[config.mk]
export PLATFORM = sky130hd
export DESIGN_NAME = psc_div
export DESIGN_NICKNAME = d
export VERILOG_FILES = /design/src/psc_pkg.sv /design/src/psc_div.sv
export SDC_FILE = /design/constraint.sdc
export NUM_CORES = 1
export LEC_CHECK = 0
export BUFFER_PORTS_ARGS = -buffer_cell sky130_fd_sc_hd__buf_4
export CORE_MARGIN = 2
export CORE_UTILIZATION = 35
export CTS_BUF_LIST = sky130_fd_sc_hd__clkbuf_8
export DETAILED_ROUTE_END_ITERATION = 16
export HOLD_SLACK_MARGIN = 0.05
export SETUP_SLACK_MARGIN = 0.05
export SKIP_LAST_GASP = 1
export SYNTH_ARGS = -nofsm -noshare
export SYNTH_HDL_FRONTEND = slang
export SYNTH_SLANG_ARGS = --single-unit
export TNS_END_PERCENT = 100
[constraint.sdc]
create_clock -name clk -period 3.2 [get_ports clk]
set_clock_uncertainty 0.1 [all_clocks]
set_input_delay 0.16 -clock clk [delete_from_list [all_inputs] [get_ports clk]]
set_output_delay 0.16 -clock clk [all_outputs]
set_load 0.005 [all_outputs]
[src/psc_pkg.sv]
package psc_pkg;

	// payload widths fixed by the channel format
	localparam int REQ_W    = 2;
	localparam int BAND_W   = 2;
	localparam int SAMPLE_W = 16;
	localparam int CUT_W    = 16;
	localparam int MAP_W    = 8;
	localparam int PPM_W    = 20;
	localparam int BCNT_W   = 3;
	localparam int CIDX_W   = 2;
	localparam int CDATA_W  = 20;

	typedef enum logic [REQ_W-1:0] {
		REQ_ACCUM   = 2'd0,
		REQ_CUTS    = 2'd1,
		REQ_CONVERT = 2'd2,
		REQ_CLEAR   = 2'd3
	} psc_req_t;

	typedef enum logic [CIDX_W-1:0] {
		CFG_BAND_COUNT = 2'd0,
		CFG_LOW_PPM    = 2'd1,
		CFG_HIGH_PPM   = 2'd2,
		CFG_UNUSED     = 2'd3
	} psc_cfg_idx_t;

	localparam logic KIND_CUTS   = 1'b0;
	localparam logic KIND_SAMPLE = 1'b1;

	// register reset values
	localparam logic [BCNT_W-1:0] BAND_COUNT_RST = 3'd1;
	localparam logic [PPM_W-1:0]  PPM_RST        = 20'd1000;

	// threshold test: cum*FRAC_ONE + FRAC_BIAS > ppm*total
	localparam int FRAC_ONE  = 1000000;
	localparam int FRAC_BIAS = 100;

	// mapped output codes
	localparam logic [MAP_W-1:0] MAP_ZERO  = 8'd0;
	localparam logic [MAP_W-1:0] MAP_BELOW = 8'd1;
	localparam logic [MAP_W-1:0] MAP_FLOOR = 8'd2;
	localparam logic [MAP_W-1:0] MAP_ABOVE = 8'd254;
	localparam int               MAP_SPAN  = 251;
	localparam int               QUO_W     = 8;

	typedef enum logic [3:0] {
		S_CLEAR,
		S_IDLE,
		S_ACC,
		S_TOTAL,
		S_LOW,
		S_HIGH,
		S_REPORT,
		S_CONV,
		S_DIV,
		S_EMIT
	} psc_state_t;

endpackage

[src/psc_div.sv]
module psc_div #(
	parameter int SAMPLE_BITS = 16
) (
	input  logic                          clk,
	input  logic                          arst_n,
	input  logic                          start,
	input  logic [SAMPLE_BITS+psc_pkg::QUO_W-1:0] num,
	input  logic [SAMPLE_BITS-1:0]        den,
	output logic                          done,
	output logic [psc_pkg::QUO_W-1:0]     quo
);
	import psc_pkg::*;

	localparam int CNT_W = $clog2(QUO_W + 1);

	logic [SAMPLE_BITS-1:0] rem_q;
	logic [SAMPLE_BITS-1:0] den_q;
	logic [QUO_W-1:0]       shf_q;
	logic [CNT_W-1:0]       cnt_q;
	logic                   busy_q;
	logic                   done_q;
	logic [SAMPLE_BITS:0]   trial;
	logic [SAMPLE_BITS:0]   diff;

	// quotient stays below 2^QUO_W, so the top part of num is already below den
	assign trial = {rem_q, shf_q[QUO_W-1]};
	assign diff  = trial - {1'b0, den_q};

	always_ff @(posedge clk or negedge arst_n) begin
		if (!arst_n) begin
			busy_q <= 1'b0;
			done_q <= 1'b0;
			cnt_q  <= '0;
		end else begin
			done_q <= 1'b0;
			if (start) begin
				busy_q <= 1'b1;
				cnt_q  <= '0;
			end else if (busy_q) begin
				cnt_q <= cnt_q + 1'b1;
				if (cnt_q == CNT_W'(QUO_W - 1)) begin
					busy_q <= 1'b0;
					done_q <= 1'b1;
				end
			end
		end
	end

	always_ff @(posedge clk) begin
		if (start) begin
			rem_q <= num[SAMPLE_BITS+QUO_W-1:QUO_W];
			shf_q <= num[QUO_W-1:0];
			den_q <= den;
		end else if (busy_q) begin
			if (!diff[SAMPLE_BITS]) begin
				rem_q <= diff[SAMPLE_BITS-1:0];
				shf_q <= {shf_q[QUO_W-2:0], 1'b1};
			end else begin
				rem_q <= trial[SAMPLE_BITS-1:0];
				shf_q <= {shf_q[QUO_W-2:0], 1'b0};
			end
		end
	end

	assign done = done_q;
	assign quo  = shf_q;
endmodule
==> impl_metrics.ini <==
[detailed_routing]
detail_route.wl_per_cell_um = 12.82
via_count = 2148
drtPass1Iterations = 4
viasPerCell = 4.827
drt.antenna.violating_nets = 0
drc_errors = 0
drt_iter0_markers = 68
drt_wl_total_um = 5703

[synthesis]
ys_seq_elements = 46
synth-seq-area-share_pct = 48.94
syn_avg_cell_area_sq_um = 10.74
async_flop_share_pct = 13.04
synth_area_sq_mm = 0.002761
synth_nets = 318
netlist_instances = 257
synth_edf_count = 40
yosys_warnings = 0
synth_cell_types = 43
ys.flop_type = edfxtp_1

[worst_setup_path]
cp_max_fo = 10
start_kind = register
cp.required_ns = 3.16
crit_arrival_ns = 2.89
crit_type = reg2reg
cp-end-kind = register

[clocking]
clk_pin_slew_ns = 0.09
cts_tree = built
cts.sinks = 46
h-tree-depth = 2
cts_root_buf = clkbuf_8
cts_buffers = 5
worstSkewPairLatency_ns = 0.30
cts_buffer_depth = 2

[finish]
fin_area_sq_mm = 0.003702
n_antenna_cell = 0
syn2layout_area_growth_pct = 34.07
drive_above_1_share_pct = 19.24
nets = 403

[grt]
antenna_found_initial = 0
grt.total_usage_pct = 13.71
grt_pass1_wl_um = 9453
grt_max_degree = 68
gr-total-overflow = 0
grt_pass1_vias = 2159

[sta]
hold_violations = 0
slew_viol_final = 0
max_freq_mhz = 341.4
setup_tns_ns = 0
worstMarginPinSlew_ns = 0.7029
maxSlewHeadroom_pct = 53.14
report.final.setup_viol = 0
rsz0062_at_grt = false
finalCritPeriodShare_pct = 91.54
fin_crit_ns = 2.929

[place]
dpl_cell_area_sq_mm = 0.003242
io_buffers = 51
gp_congestion = 0.9085
dp_hpwl_um = 3927

[floorplanning]
coreArea_sq_mm = 0.007687
die_h_um = 92.83
start_util_pct = 35.92
pin_count = 52
row_count = 32
die_x_um = 92.83
die_area_sq_mm = 0.008616

[pwr]
peakVddDrop_uv = 276.0
p_per_area_mw_per_mm2 = 781.8
leakage_nw = 1.618

[flow_run]
maxCapViolCount = 0

[outcome]
status = complete, no violations

[min_path]
worstHoldPathType = in2reg
[report_power, final]
part | internal (mW) | switching [mW] | leakage, nW
clock network | 0.230 | 0.201 | 0.0556
logic | 0.736 | 0.801 | 1.07
registers | 0.842 | 0.0841 | 0.493
[routing by layer]
metal  vias to the layer above  GRT usage [%]  routed length, um
met5                         -              0                  0
met4                         0          3.676                 38
li1                       1094              -                  -
met3                         3          3.580                273
met1                      1005          17.43               2680
met2                        46          23.13               2711
[registers in the layout, summed over array words and instances, names as in the netlist]
signal / count
den_q: 16
rem_q: 16
quo: 8
cnt_q: 4
busy_q: 1
done: 1
[path summary, 6_finish.rpt]
path	start	endpoint	slack [ns]	cells past startpoint
min in group asynchronous	arst_n	busy_q	0.11	2
max in group asynchronous	arst_n	cnt_q[2]	2.78	2
worst min register to register	cnt_q[3]	cnt_q[3]	0.46	2
worst min-delay path	num[14]	rem_q[6]	0.06	3
worst max-delay path	quo[7]	rem_q[15]	0.27	11
worst max register to register	quo[7]	rem_q[15]	0.27	11
[cell usage after synthesis (3+ instances only)]
cell type  number  area share [%]
edfxtp_1       40              43
nand2_1        27             3.7
inv_1          18             2.4
ha_1           17             7.7
a21oi_1        16             2.9
o21ai_1        16             2.9
mux2i_1        13             4.7
nor2_1         13             1.8
o21ai_0        12             2.2
xnor2_1        10             3.2
clkbuf_1        8             1.1
mux2_1          7             2.9
dfrtp_1         6             5.4
xor2_1          6             1.9
a21o_1          5             1.4
nand2b_1        5             1.1
nand4_1         4            0.91
a211oi_1        3            0.82
nor3_1          3            0.54
o211ai_1        3            0.82
[metrics by stage]
stage / util, % / hold WS [ns] / total power, mW / worst slack [ns] / instances
2_1_floorplan: - / -0.2356 / 2.124 / 0.4746 / 257
3_3_place_gp: 42.17 / -0.1305 / 2.428 / 0.3419 / 402
3_5_place_dp: 42.17 / -0.1281 / 2.441 / 0.2766 / 402
4_1_cts: 48.16 / 0.05751 / 2.918 / 0.2509 / 445
5_1_grt: 48.16 / 0.05927 / 3.142 / 0.1051 / 445
6_report: 48.16 / 0.05590 / 2.895 / 0.2708 / 445
[area by class of cell]
| cell class | instances | area [sq um] |
|---|---|---|
| fill | 730 | 3985 |
| sequential | 46 | 1351 |
| multi-input combinational | 182 | 1290 |
| timing repair buffer | 89 | 755.7 |
| tap | 102 | 127.6 |
| clock buffer | 5 | 68.82 |
| inverter | 18 | 67.56 |
| clock inverter | 3 | 41.29 |
[layout by cell type (no fill, tap or decap), types with 2 or more instances in the layout]
cell and n:
o21ai_0 12, o21ai_1 16, xor2_1 6, nor2_1 13, o211ai_1 3, inv_1 19
a31o_1 2, mux2_1 7, nand4_1 4, nand2b_1 5, dfrtp_1 6, a21o_1 5
nand2_1 27, buf_4 54, clkbuf_8 5, edfxtp_1 40, ha_1 17, nor3_1 3
a21oi_1 16, dlygate4sd3_1 35, xnor2_1 10, nand3b_1 2, mux2i_1 13, a211oi_1 3
[what timing repair did]
item                                   4_1_cts  5_1_grt
endpoints found under the hold margin       40        0
resized for setup                            0        0
buffers inserted                             0        0
hold buffers                                35        0
setup endpoints to repair                    0        0
[worst max-delay path, cell delays in order, from the launching register on]
cell	delay, ns
edfxtp_1	0.35
inv_1	0.06
ha_1	0.22
fa_1	0.40
nand2b_1	0.18
a21o_1	0.19
a31o_1	0.23
o21a_1	0.19
o211ai_2	0.17
buf_4	0.24
nor4b_2	0.07
a211o_1	0.28
[cells by family (layout without fill, tap and decap cells)]
| logic type | Yosys count | in the layout | synth area share (%) |
|---|---|---|---|
| XOR/XNOR | 16 | 16 | 5.075 |
| AND/OR/NAND/NOR | 61 | 61 | 10.60 |
| AO/OA/AOI/OAI | 66 | 66 | 14.50 |
| adder cells (fa/ha/maj) | 18 | 18 | 8.428 |
| buffers and inverters | 29 | 115 | 4.350 |
| flip-flops | 46 | 46 | 48.93 |
| multiplexers | 21 | 21 | 8.110 |
(Power assumes the default switching activity.)
